$ cat src/rtl/crlffc_pkg.sv
// ----------------------------------------------------------------------------
// crlffc_pkg
// Shared types, constants and helpers for the line-ending normalizing byte
// FIFO with XON/XOFF flow control.
// ----------------------------------------------------------------------------
package crlffc_pkg;

   // Storage geometry. The ring holds at most FIFO_DEPTH-1 bytes.
   localparam int FIFO_DEPTH = 256;
   localparam int PTR_W      = $clog2(FIFO_DEPTH);

   typedef logic [PTR_W-1:0] ptr_type;

   localparam ptr_type PTR_LAST   = PTR_W'(FIFO_DEPTH - 1);
   localparam ptr_type FILL_FULL  = PTR_W'(FIFO_DEPTH - 1);
   localparam ptr_type FILL_PAIR  = PTR_W'(FIFO_DEPTH - 2);
   localparam ptr_type XOFF_LEVEL = PTR_W'((FIFO_DEPTH * 3) / 4);
   localparam ptr_type XON_LEVEL  = PTR_W'(FIFO_DEPTH / 4);

   // Field widths of the word interface.
   localparam int BYTE_W     = 8;
   localparam int COUNT_W    = 16;
   localparam int FILL_OUT_W = 8;
   localparam int CSR_ADDR_W = 1;
   localparam int CSR_DATA_W = 1;

   localparam logic [COUNT_W-1:0] COUNT_MAX = '1;

   // Character codes.
   localparam logic [BYTE_W-1:0] CH_XOFF = 8'h13;
   localparam logic [BYTE_W-1:0] CH_XON  = 8'h11;
   localparam logic [BYTE_W-1:0] CH_CR   = 8'h0D;
   localparam logic [BYTE_W-1:0] CH_LF   = 8'h0A;

   // Opcodes of an input word.
   localparam logic OP_HOST = 1'b0;
   localparam logic OP_SLOT = 1'b1;

   // Register indexes of the configuration port.
   localparam logic [CSR_ADDR_W-1:0] CSR_TEXT_MODE   = 1'b0;
   localparam logic [CSR_ADDR_W-1:0] CSR_FLOW_ENABLE = 1'b1;

   // Command queue between the front and the back.
   localparam int QUEUE_DEPTH = 2;
   localparam int QPTR_W      = $clog2(QUEUE_DEPTH);
   localparam int QCNT_W      = $clog2(QUEUE_DEPTH + 1);

   // Classified kind of an input word.
   typedef enum logic [2:0] {
      CMD_RAW,
      CMD_CR,
      CMD_LF,
      CMD_CHAR,
      CMD_SLOT
   } cmd_kind_type;

   typedef struct packed {
      cmd_kind_type       kind;
      logic [BYTE_W-1:0]  data_byte;
      logic               block_end;
      logic               printer_accepts;
   } cmd_type;

   // One result word.
   typedef struct packed {
      logic                  accepted;
      logic [COUNT_W-1:0]    accepted_in_block;
      logic                  print_valid;
      logic [BYTE_W-1:0]     print_byte;
      logic                  flow_valid;
      logic [BYTE_W-1:0]     flow_byte;
      logic                  paused;
      logic [FILL_OUT_W-1:0] fill_level;
   } rsp_type;

   // Back-end sequencer states.
   typedef enum logic [1:0] {
      ST_IDLE,
      ST_PUSH_LF,
      ST_READ
   } back_state_type;

   // Ring pointer increment with wrap at the last entry.
   function automatic ptr_type ptr_next(ptr_type p);
      return (p == PTR_LAST) ? '0 : p + PTR_W'(1);
   endfunction

endpackage

$ cat src/rtl/crlffc_ram.sv
// ----------------------------------------------------------------------------
// crlffc_ram
// Generic single-write, single-read memory with a registered read port.
// ----------------------------------------------------------------------------
module crlffc_ram #(
   parameter int  WIDTH = 8,
   parameter int  DEPTH = 256,
   localparam int AW    = $clog2(DEPTH)
) (
   input  logic             clock,
   input  logic             wr_en,
   input  logic [AW-1:0]    wr_addr,
   input  logic [WIDTH-1:0] wr_data,
   input  logic             rd_en,
   input  logic [AW-1:0]    rd_addr,
   output logic [WIDTH-1:0] rd_data
);

   logic [WIDTH-1:0] mem_ff [DEPTH];
   logic [WIDTH-1:0] rd_data_ff;

   // Write port and registered read port.
   always_ff @(posedge clock) begin
      if (wr_en) begin
         mem_ff[wr_addr] <= wr_data;
      end
      if (rd_en) begin
         rd_data_ff <= mem_ff[rd_addr];
      end
   end

   assign rd_data = rd_data_ff;

endmodule

$ cat src/rtl/crlffc_front.sv
// ----------------------------------------------------------------------------
// crlffc_front
// Accepts input words, classifies them by line-ending role and holds them in
// a short command queue for the back end.
// ----------------------------------------------------------------------------
module crlffc_front (
   input  logic                          clock,
   input  logic                          reset,
   input  logic                          text_mode,
   input  logic                          req_valid,
   output logic                          req_ready,
   input  logic                          req_opcode,
   input  logic [crlffc_pkg::BYTE_W-1:0] req_data_byte,
   input  logic                          req_block_end,
   input  logic                          req_printer_accepts,
   output logic                          cmd_valid,
   input  logic                          cmd_ready,
   output crlffc_pkg::cmd_type           cmd
);
   import crlffc_pkg::*;

   cmd_type             queue_ff [QUEUE_DEPTH];
   cmd_type             queue_in [QUEUE_DEPTH];
   logic [QPTR_W-1:0]   wr_ptr_ff, wr_ptr_in;
   logic [QPTR_W-1:0]   rd_ptr_ff, rd_ptr_in;
   logic [QCNT_W-1:0]   count_ff, count_in;
   cmd_type             new_cmd;
   logic                push;
   logic                pop;

   // Classify the incoming word.
   always_comb begin
      new_cmd.data_byte       = req_data_byte;
      new_cmd.block_end       = req_block_end;
      new_cmd.printer_accepts = req_printer_accepts;
      if (req_opcode == OP_SLOT) begin
         new_cmd.kind = CMD_SLOT;
      end else if (!text_mode) begin
         new_cmd.kind = CMD_RAW;
      end else if (req_data_byte == CH_CR) begin
         new_cmd.kind = CMD_CR;
      end else if (req_data_byte == CH_LF) begin
         new_cmd.kind = CMD_LF;
      end else begin
         new_cmd.kind = CMD_CHAR;
      end
   end

   // Queue bookkeeping.
   always_comb begin
      req_ready = (count_ff != QCNT_W'(QUEUE_DEPTH));
      cmd_valid = (count_ff != '0);
      cmd       = queue_ff[rd_ptr_ff];
      push      = req_valid && req_ready;
      pop       = cmd_valid && cmd_ready;

      queue_in  = queue_ff;
      wr_ptr_in = wr_ptr_ff;
      rd_ptr_in = rd_ptr_ff;
      count_in  = count_ff;

      if (push) begin
         queue_in[wr_ptr_ff] = new_cmd;
         wr_ptr_in = (wr_ptr_ff == QPTR_W'(QUEUE_DEPTH - 1)) ? '0 : wr_ptr_ff + QPTR_W'(1);
      end
      if (pop) begin
         rd_ptr_in = (rd_ptr_ff == QPTR_W'(QUEUE_DEPTH - 1)) ? '0 : rd_ptr_ff + QPTR_W'(1);
      end
      if (push && !pop) begin
         count_in = count_ff + QCNT_W'(1);
      end else if (pop && !push) begin
         count_in = count_ff - QCNT_W'(1);
      end
   end

   // Queue pointers and fill.
   always_ff @(posedge clock) begin
      if (reset) begin
         wr_ptr_ff <= '0;
         rd_ptr_ff <= '0;
         count_ff  <= '0;
      end else begin
         wr_ptr_ff <= wr_ptr_in;
         rd_ptr_ff <= rd_ptr_in;
         count_ff  <= count_in;
      end
   end

   // Queue entries carry payload only.
   always_ff @(posedge clock) begin
      queue_ff <= queue_in;
   end

endmodule

$ cat src/rtl/crlffc_back.sv
// ----------------------------------------------------------------------------
// crlffc_back
// Executes classified commands against the byte ring: stores, swallows or
// pops bytes, tracks the block count and decides XON/XOFF.
// ----------------------------------------------------------------------------
module crlffc_back (
   input  logic                clock,
   input  logic                reset,
   input  logic                flow_enable,
   input  logic                cmd_valid,
   output logic                cmd_ready,
   input  crlffc_pkg::cmd_type cmd,
   output logic                rsp_valid,
   input  logic                rsp_ready,
   output crlffc_pkg::rsp_type rsp
);
   import crlffc_pkg::*;

   back_state_type       state_ff, state_in;
   ptr_type              wr_ptr_ff, wr_ptr_in;
   ptr_type              rd_ptr_ff, rd_ptr_in;
   ptr_type              fill_ff, fill_in;
   ptr_type              lf_addr_ff, lf_addr_in;
   logic                 cr_seen_ff, cr_seen_in;
   logic                 xoff_ff, xoff_in;
   logic [COUNT_W-1:0]   count_ff, count_in;
   logic                 rsp_valid_ff, rsp_valid_in;
   rsp_type              rsp_ff, rsp_in;

   logic                 ram_we;
   ptr_type              ram_waddr;
   logic [BYTE_W-1:0]    ram_wdata;
   logic                 ram_re;
   logic [BYTE_W-1:0]    ram_rdata;

   logic                 out_free;
   logic                 go;
   logic                 push_one;
   logic                 push_two;
   logic                 took;
   logic                 do_read;
   logic                 paused;
   logic                 flow_valid;
   logic [BYTE_W-1:0]    flow_byte;
   ptr_type              fill_new;
   logic [COUNT_W-1:0]   count_new;
   ptr_type              ptr_span;

   crlffc_ram #(
      .WIDTH (BYTE_W),
      .DEPTH (FIFO_DEPTH)
   ) u_ram (
      .clock   (clock),
      .wr_en   (ram_we),
      .wr_addr (ram_waddr),
      .wr_data (ram_wdata),
      .rd_en   (ram_re),
      .rd_addr (rd_ptr_ff),
      .rd_data (ram_rdata)
   );

   // Decide what the head command does to the ring.
   always_comb begin
      out_free  = !rsp_valid_ff || rsp_ready;
      cmd_ready = (state_ff == ST_IDLE) && out_free;
      go        = cmd_valid && cmd_ready;
      push_one  = 1'b0;
      push_two  = 1'b0;
      took      = 1'b0;
      do_read   = 1'b0;
      paused    = 1'b0;
      cr_seen_in = cr_seen_ff;

      if (go) begin
         case (cmd.kind)
            CMD_SLOT: begin
               if (fill_ff != '0) begin
                  if (cmd.printer_accepts) begin
                     do_read = 1'b1;
                  end else begin
                     paused = 1'b1;
                  end
               end
            end
            CMD_RAW: begin
               if (fill_ff != FILL_FULL) begin
                  push_one = 1'b1;
                  took     = 1'b1;
               end
            end
            CMD_CHAR: begin
               if (fill_ff != FILL_FULL) begin
                  push_one   = 1'b1;
                  took       = 1'b1;
                  cr_seen_in = 1'b0;
               end
            end
            CMD_CR: begin
               if (fill_ff < FILL_PAIR) begin
                  push_two   = 1'b1;
                  took       = 1'b1;
                  cr_seen_in = 1'b1;
               end
            end
            CMD_LF: begin
               // A line feed right after a carriage return is already stored.
               if (cr_seen_ff) begin
                  took       = 1'b1;
                  cr_seen_in = 1'b0;
               end else if (fill_ff < FILL_PAIR) begin
                  push_two = 1'b1;
                  took     = 1'b1;
               end
            end
            default: begin
            end
         endcase
      end
   end

   // Fill after this command, block count and flow control decision.
   always_comb begin
      if (push_one) begin
         fill_new = fill_ff + PTR_W'(1);
      end else if (push_two) begin
         fill_new = fill_ff + PTR_W'(2);
      end else if (do_read) begin
         fill_new = fill_ff - PTR_W'(1);
      end else begin
         fill_new = fill_ff;
      end

      count_new = (took && (count_ff != COUNT_MAX)) ? count_ff + COUNT_W'(1) : count_ff;

      flow_valid = 1'b0;
      flow_byte  = '0;
      xoff_in    = xoff_ff;
      if (go && flow_enable) begin
         if (paused) begin
            if (!xoff_ff) begin
               xoff_in    = 1'b1;
               flow_valid = 1'b1;
               flow_byte  = CH_XOFF;
            end
         end else if (!xoff_ff && (fill_new > XOFF_LEVEL)) begin
            xoff_in    = 1'b1;
            flow_valid = 1'b1;
            flow_byte  = CH_XOFF;
         end else if (xoff_ff && (fill_new < XON_LEVEL)) begin
            xoff_in    = 1'b0;
            flow_valid = 1'b1;
            flow_byte  = CH_XON;
         end
      end
   end

   // Sequencer: ring writes, the read wait and the result register.
   always_comb begin
      state_in     = state_ff;
      wr_ptr_in    = wr_ptr_ff;
      rd_ptr_in    = rd_ptr_ff;
      fill_in      = fill_ff;
      lf_addr_in   = lf_addr_ff;
      count_in     = count_ff;
      rsp_in       = rsp_ff;
      rsp_valid_in = rsp_valid_ff && !rsp_ready;
      ram_we       = 1'b0;
      ram_waddr    = wr_ptr_ff;
      ram_wdata    = cmd.data_byte;
      ram_re       = 1'b0;

      case (state_ff)
         ST_IDLE: begin
            if (go) begin
               fill_in = fill_new;
               if (cmd.kind != CMD_SLOT) begin
                  count_in = cmd.block_end ? '0 : count_new;
               end
               if (push_one) begin
                  ram_we    = 1'b1;
                  wr_ptr_in = ptr_next(wr_ptr_ff);
               end
               if (push_two) begin
                  ram_we     = 1'b1;
                  ram_wdata  = CH_CR;
                  lf_addr_in = ptr_next(wr_ptr_ff);
                  wr_ptr_in  = ptr_next(ptr_next(wr_ptr_ff));
                  state_in   = ST_PUSH_LF;
               end
               if (do_read) begin
                  ram_re    = 1'b1;
                  rd_ptr_in = ptr_next(rd_ptr_ff);
                  state_in  = ST_READ;
               end

               rsp_in.accepted          = took;
               rsp_in.accepted_in_block = count_new;
               rsp_in.print_valid       = do_read;
               rsp_in.print_byte        = '0;
               rsp_in.flow_valid        = flow_valid;
               rsp_in.flow_byte         = flow_byte;
               rsp_in.paused            = paused;
               rsp_in.fill_level        = FILL_OUT_W'(fill_new);
               rsp_valid_in             = !do_read;
            end
         end
         ST_PUSH_LF: begin
            ram_we    = 1'b1;
            ram_waddr = lf_addr_ff;
            ram_wdata = CH_LF;
            state_in  = ST_IDLE;
         end
         ST_READ: begin
            rsp_in.print_byte = ram_rdata;
            rsp_valid_in      = 1'b1;
            state_in          = ST_IDLE;
         end
         default: begin
            state_in = ST_IDLE;
         end
      endcase
   end

   // Control state.
   always_ff @(posedge clock) begin
      if (reset) begin
         state_ff     <= ST_IDLE;
         wr_ptr_ff    <= '0;
         rd_ptr_ff    <= '0;
         fill_ff      <= '0;
         cr_seen_ff   <= 1'b0;
         xoff_ff      <= 1'b0;
         count_ff     <= '0;
         rsp_valid_ff <= 1'b0;
      end else begin
         state_ff     <= state_in;
         wr_ptr_ff    <= wr_ptr_in;
         rd_ptr_ff    <= rd_ptr_in;
         fill_ff      <= fill_in;
         cr_seen_ff   <= cr_seen_in;
         xoff_ff      <= xoff_in;
         count_ff     <= count_in;
         rsp_valid_ff <= rsp_valid_in;
      end
   end

   // Payload registers.
   always_ff @(posedge clock) begin
      lf_addr_ff <= lf_addr_in;
      rsp_ff     <= rsp_in;
   end

   assign rsp_valid = rsp_valid_ff;
   assign rsp       = rsp_ff;

   // Distance between the ring pointers, for checking the fill count.
   assign ptr_span = (wr_ptr_ff >= rd_ptr_ff) ? (wr_ptr_ff - rd_ptr_ff)
                   : (wr_ptr_ff + PTR_W'(FIFO_DEPTH) - rd_ptr_ff);

   // The fill count always matches the pointer distance.
   assert property (@(posedge clock) disable iff (reset) fill_ff == ptr_span)
      else $error("fill count disagrees with ring pointers");

   // A command is taken only when the result register can be reloaded.
   assert property (@(posedge clock) disable iff (reset)
      (cmd_valid && cmd_ready) |-> (!rsp_valid_ff || rsp_ready))
      else $error("command taken while result word is stalled");

   // While a pop waits for read data, no result word is shown.
   assert property (@(posedge clock) disable iff (reset)
      (state_ff == ST_READ) |-> !rsp_valid_ff)
      else $error("result shown before popped byte arrived");

   // A popped byte and a pause never appear in the same result.
   assert property (@(posedge clock) disable iff (reset)
      rsp_valid_ff |-> !(rsp_ff.print_valid && rsp_ff.paused))
      else $error("result reports both pop and pause");

endmodule

$ cat src/rtl/crlf_normalizing_fifo_flow_control.sv
// ----------------------------------------------------------------------------
// crlf_normalizing_fifo_flow_control
// A word goes through the command queue, then the result register; a pop
// waits in ST_READ for the registered memory read before its result is shown.
// Throughput: one word per cycle while results are taken; a CR LF pair
// waits in ST_PUSH_LF (single write port), a pop in ST_READ (registered read).
// Reset clears pointers, flags and the block count and sets text_mode and
// flow_enable to 1; the byte memory is not cleared and needs no sweep.
// ----------------------------------------------------------------------------
module crlf_normalizing_fifo_flow_control (
   input  logic                              clock,
   input  logic                              reset,
   input  logic                              req_valid,
   output logic                              req_ready,
   input  logic                              req_opcode,
   input  logic [crlffc_pkg::BYTE_W-1:0]     req_data_byte,
   input  logic                              req_block_end,
   input  logic                              req_printer_accepts,
   output logic                              rsp_valid,
   input  logic                              rsp_ready,
   output logic                              rsp_accepted,
   output logic [crlffc_pkg::COUNT_W-1:0]    rsp_accepted_in_block,
   output logic                              rsp_print_valid,
   output logic [crlffc_pkg::BYTE_W-1:0]     rsp_print_byte,
   output logic                              rsp_flow_valid,
   output logic [crlffc_pkg::BYTE_W-1:0]     rsp_flow_byte,
   output logic                              rsp_paused,
   output logic [crlffc_pkg::FILL_OUT_W-1:0] rsp_fill_level,
   input  logic                              csr_we,
   input  logic [crlffc_pkg::CSR_ADDR_W-1:0] csr_addr,
   input  logic [crlffc_pkg::CSR_DATA_W-1:0] csr_wdata
);
   import crlffc_pkg::*;

   logic    text_mode_ff, text_mode_in;
   logic    flow_enable_ff, flow_enable_in;
   logic    cmd_valid;
   logic    cmd_ready;
   cmd_type cmd;
   rsp_type rsp;

   // Configuration register writes.
   always_comb begin
      text_mode_in   = text_mode_ff;
      flow_enable_in = flow_enable_ff;
      if (csr_we) begin
         case (csr_addr)
            CSR_TEXT_MODE:   text_mode_in   = csr_wdata[0];
            CSR_FLOW_ENABLE: flow_enable_in = csr_wdata[0];
            default: begin
            end
         endcase
      end
   end

   always_ff @(posedge clock) begin
      if (reset) begin
         text_mode_ff   <= 1'b1;
         flow_enable_ff <= 1'b1;
      end else begin
         text_mode_ff   <= text_mode_in;
         flow_enable_ff <= flow_enable_in;
      end
   end

   // Front end: accept and classify words.
   crlffc_front u_front (
      .clock               (clock),
      .reset               (reset),
      .text_mode           (text_mode_ff),
      .req_valid           (req_valid),
      .req_ready           (req_ready),
      .req_opcode          (req_opcode),
      .req_data_byte       (req_data_byte),
      .req_block_end       (req_block_end),
      .req_printer_accepts (req_printer_accepts),
      .cmd_valid           (cmd_valid),
      .cmd_ready           (cmd_ready),
      .cmd                 (cmd)
   );

   // Back end: ring, counters and flow control.
   crlffc_back u_back (
      .clock       (clock),
      .reset       (reset),
      .flow_enable (flow_enable_ff),
      .cmd_valid   (cmd_valid),
      .cmd_ready   (cmd_ready),
      .cmd         (cmd),
      .rsp_valid   (rsp_valid),
      .rsp_ready   (rsp_ready),
      .rsp         (rsp)
   );

   // Result word onto its ports.
   assign rsp_accepted          = rsp.accepted;
   assign rsp_accepted_in_block = rsp.accepted_in_block;
   assign rsp_print_valid       = rsp.print_valid;
   assign rsp_print_byte        = rsp.print_byte;
   assign rsp_flow_valid        = rsp.flow_valid;
   assign rsp_flow_byte         = rsp.flow_byte;
   assign rsp_paused            = rsp.paused;
   assign rsp_fill_level        = rsp.fill_level;

endmodule
$ cat config.mk
export PLATFORM = sky130hd
export DESIGN_NAME = crlf_normalizing_fifo_flow_control
export DESIGN_NICKNAME = d
export VERILOG_FILES = /design/src/rtl/crlffc_pkg.sv /design/src/rtl/crlffc_ram.sv /design/src/rtl/crlffc_front.sv /design/src/rtl/crlffc_back.sv /design/src/rtl/crlf_normalizing_fifo_flow_control.sv
export SDC_FILE = /design/constraint.sdc
export NUM_CORES = 2
export LEC_CHECK = 0
export BUFFER_PORTS_ARGS = -buffer_cell sky130_fd_sc_hd__buf_2
export CORE_MARGIN = 2
export CORE_UTILIZATION = 50
export CTS_BUF_LIST = sky130_fd_sc_hd__clkbuf_8
export DETAILED_ROUTE_END_ITERATION = 10
export PLACE_DENSITY = 0.71
export RECOVER_POWER = 25
export SETUP_SLACK_MARGIN = 0.05
export SLEW_MARGIN = 20
export SYNTH_ARGS = -nofsm -noshare
export SYNTH_HDL_FRONTEND = slang
export SYNTH_SLANG_ARGS = --single-unit
$ cat constraint.sdc
create_clock -name clock -period 13.65 [get_ports clock]
set_input_delay 0.6825 -clock clock [delete_from_list [all_inputs] [get_ports clock]]
set_output_delay 0.6825 -clock clock [all_outputs]
set_load 0.03 [all_outputs]
==> results.md <==
* Worst setup SP type: flop
* CTS tree: built
* Final hold vios at 0
* First drt pass iteration count at 6
* Worst setup endpoint: u_back.u_ram.mem_ff[241][2]
* Clock-pin slew on the worst setup and hold paths at 0.06 ns
* Worst slew pin tran at 4.105 ns
* PD cells at 167.9 nW/um^2
* FMAX at 0.1341 GHz
* Synth Warn # at 0
* Most frequent CP cell: buf_4
* Xor-xnor portion of the synthesized cell area at 0.4794%
* Pin count of the biggest net entering global routing at 229
* Later-pin clock latency in the skew report at 1.01 ns
* Crit Reg-Reg Endpoint: u_back.u_ram.mem_ff[241][2]
* Failing checks: max-capacitance violations, max-slew violations
* Fin. max-slew vios at 648
* Die height at 416.5 um
* Via/cell ratio at 6.186
* CTS root buffer: clkbuf_8
* Bufs and invs on worst path at 3
* Routed Antenna Nets at 0
* Sink Count at 2,178
* Number of antenna violations at the first check in global routing at 8
* Slew headroom at -173.7%
* CP Depth at 7
* Arrival @ worst endpoint at 8.09 ns
* Buffers on Ports at 58
* Comb pwr share at 13.9%
* Num CTS Buffers at 351
* Sw Ratio at 27.33%
* Internal power at 11.46 mW
* Top FF cell, synth: edfxtp_1
* Cells after DPL at 5,958
* Total Power at 15.77 mW
* Post-Layout Cell Count at 6,562
* Critical Path End Type: flop
* Post-Place Worst Slack at 7.965 ns
* CTS H-tree lvls at 5
* MaxCap Viol Count at 10
* DRC at 0
* RSZ-0062 raised after global routing: false
* Setup TNS at 0 ns
* Maximum buffer depth of the clock tree at 4
* Core box area at 169,300 sq um
* Synthesized flop and latch total at 2,178
* Final Wtd Congestion at 0.8305
* Clk_skew at 0.05132 ns
* Cell Chain, Critical Path: mux2i_1 > nand4_1 > or4_1 > o21ai_4 > clkbuf_1 > buf_4 > buf_4
* Delay-heaviest family, CP: buffers and inverters
* Slowest-stage cell, CP: clkbuf_1
* P&R area growth vs syn at 10.39%
* Pleak at 28.24 nW
* Io pins at 64
* VDD IR max at 0.2901 mV
* Post_cts resized at 0
* Die W at 416.5 um
* Layout net count at 4,141
* Synthesized area at 85,090 sq um
* Initial Util at 50.26%
* Syn_area_per_cell at 22.18 sq um
* EDFF count, synth at 2,127
* Crit share post-route at 54.62%
* Clock power share at 31.0%
* Die area at 173,500 sq um
* Ys async rst share at 0%
* Vias in the first global route at 40.60k
* Synth Instances at 3,836
* Grt total ovfl at 0
* Reg2reg setup slack at 6.19 ns
* Final wirelength at 193.6 mm
* First-pass GRT wire length at 281.6 mm
* Crit path from: u_front.rd_ptr_ff
* DRT iter0 DRCs at 4,720
* Worst Path Max Fanout at 93
* Util after Layout at 55.49%
* Main combinational cell family by area after synthesis: multiplexers
* Post-synthesis adder-cell area fraction at 0.1618%
* Minimum clock period at 7.455 ns
* Fillers at 12.41k
* Synth cell types at 65
* Switching power total at 4.311 mW
* DPL Wire Length at 108.4 mm
* Outcome: finished with violations
* Critical R2R Launch: u_front.rd_ptr_ff
* Final worst slack at 6.195 ns
* Path depth of the worst reg2reg path at 7
* Critical path data required time at 14.28 ns
* Sequential share of power at 55.2%
* Simple-gate share of the synthesized area at 2.856%
* Peak per-stage delay on the critical path at 2.71 ns
* # setup viols final at 0
* Compound-Gate Fraction of Synth Area at 1.031%
* Post-synthesis mux area share at 18.02%
* Total GRT Usage at 22.35%
* Setup CP Type: flop to flop
* Sequential-to-total area share from yosys stat at 76.27%
* Vias at 40.59k
* Share of layout cells above drive strength 1 at 27.22%
* Setup bufs post-CTS at 0
* Row cnt at 151
* WL/cell at 29.50 um
* Hold crit path type: input pin to flop
* Hold_buf cts at 16
==> layout by cell type, fill, tap and decap left out, drive strengths merged, types with 11 or more instances in the layout <==
cell type / Yosys / routed
dfxtp: 51 / 51
buf: 77 / 59
and3: 13 / 13
a21oi: 18 / 18
a31oi: 13 / 13
edfxtp: 2127 / 2127
mux2i: 16 / 16
a22oi: 19 / 19
nand4: 15 / 15
nand3: 21 / 21
clkbuf: 144 / 430
xor2: 21 / 21
ha: 11 / 11
o21ai: 16 / 16
nand2: 98 / 98
dlygate4sd3: 0 / 16
mux4: 672 / 672
and2: 19 / 19
nor3: 14 / 14
nor2: 311 / 311
inv: 22 / 128
clkinv: 0 / 105
o31ai: 15 / 15
xnor2: 23 / 23
==> cells in the mapped netlist (9+ instances only) <==
library cell | number | share of area, %
mux2i_1 | 16 | 0.19
xnor2_1 | 23 | 0.24
nand4_1 | 15 | 0.11
nand2_1 | 98 | 0.43
o31ai_1 | 13 | 0.11
nor2_1 | 311 | 1.4
ha_1 | 11 | 0.16
dfxtp_1 | 51 | 1.2
xor2_1 | 18 | 0.19
a31oi_1 | 13 | 0.096
edfxtp_1 | 2127 | 75
a22oi_1 | 19 | 0.17
inv_1 | 20 | 0.088
a21oi_1 | 17 | 0.10
buf_4 | 9 | 0.079
and2_1 | 19 | 0.14
nor3_1 | 12 | 0.071
buf_2 | 45 | 0.26
and3_1 | 13 | 0.096
nand3_1 | 21 | 0.12
mux4_2 | 672 | 18
o21ai_0 | 16 | 0.094
clkbuf_1 | 144 | 0.64
buf_1 | 22 | 0.097
==> through the flow <==
step / hold slack [ns] / area (sq um)
2_1_floorplan: 0.4506 / 85100
3_3_place_gp: 0.4792 / 87930
3_5_place_dp: 0.4872 / 87940
4_1_cts: 0.003260 / 94020
5_1_grt: 0.09282 / 93920
6_report: 0.09517 / 93930
==> power by group through the flow <==
stage	clock network (mW)	registers, mW	logic [mW]
floorplan	0	9.36	1.04
global placement	0	8.77	2.11
detailed placement	0	8.78	2.21
CTS	4.96	8.64	2.20
global route	5.25	8.72	2.34
finish	4.88	8.70	2.19
==> kinds of logic (layout without fill, tap and decap cells) <==
family / Yosys count / count (layout)
adder cells (fa/ha/maj): 11 / 11
AO/OA/AOI/OAI: 119 / 119
AND/OR/NAND/NOR: 549 / 549
flip-flops: 2178 / 2178
buffers and inverters: 243 / 742
other: 1 / 10
XOR/XNOR: 44 / 44
multiplexers: 691 / 691
==> per-layer routing <==
layer | track usage, % | routed length [um]
met1 | 31.66 | 76350
met2 | 35.20 | 94560
met3 | 4.633 | 16990
met4 | 7.357 | 5661
met5 | 0 | 15
==> state kept, by name (all words and copies together), names as in the netlist <==
register and flops:
u_front.rd_ptr_ff 1, u_front.queue_ff 26, u_back.rsp_valid 1, u_front.wr_ptr_ff 1
u_back.lf_addr_ff 8, u_back.rd_ptr_ff 8, u_back.rsp 37, text_mode_ff 1
flow_enable_ff 1, u_front.count_ff 2, u_back.u_ram.rd_data 8, u_back.wr_ptr_ff 8
u_back.cr_seen_ff 1, u_back.count_ff 16, u_back.xoff_ff 1, u_back.u_ram.mem_ff 2048
u_back.fill_ff 8, u_back.state_ff 2
==> how the worst min path moves through the flow <==
| stage | depth (start not counted) | slack [ns] | to | from |
|---|---|---|---|---|
| 4_1_cts | 3 | 0.003 | u_back.rsp_valid | rsp_ready |
| 3_5_place_dp | 2 | 0.49 | flow_enable_ff | flow_enable_ff |
| 2_1_floorplan | 2 | 0.45 | text_mode_ff | text_mode_ff |
| 3_3_place_gp | 2 | 0.48 | u_front.count_ff[1] | u_front.count_ff[1] |
| 6_report | 3 | 0.1 | u_back.rsp_valid | rsp_ready |
| 5_1_grt | 3 | 0.09 | u_back.rsp_valid | rsp_ready |
==> cell type report <==
type	count	area (sq um)	share of cell area [%]
Sequential cell	2178	64910	69.10
Tap cell	2218	2775	2.954
Inverter	22	82.58	0.08791
Antenna cell	5	12.51	0.01332
Multi-Input combinational cell	1419	19280	20.52
Clock buffer	365	5024	5.348
Clock inverter	215	890.9	0.9484
Timing Repair Buffer	140	960.9	1.023
==> tightest hold or removal path: stages <==
cell and delay [ns]:
buf_2 0.08, nand2b_1 0.18, a31oi_1 0.10
Power figures use the tool's default switching activity.
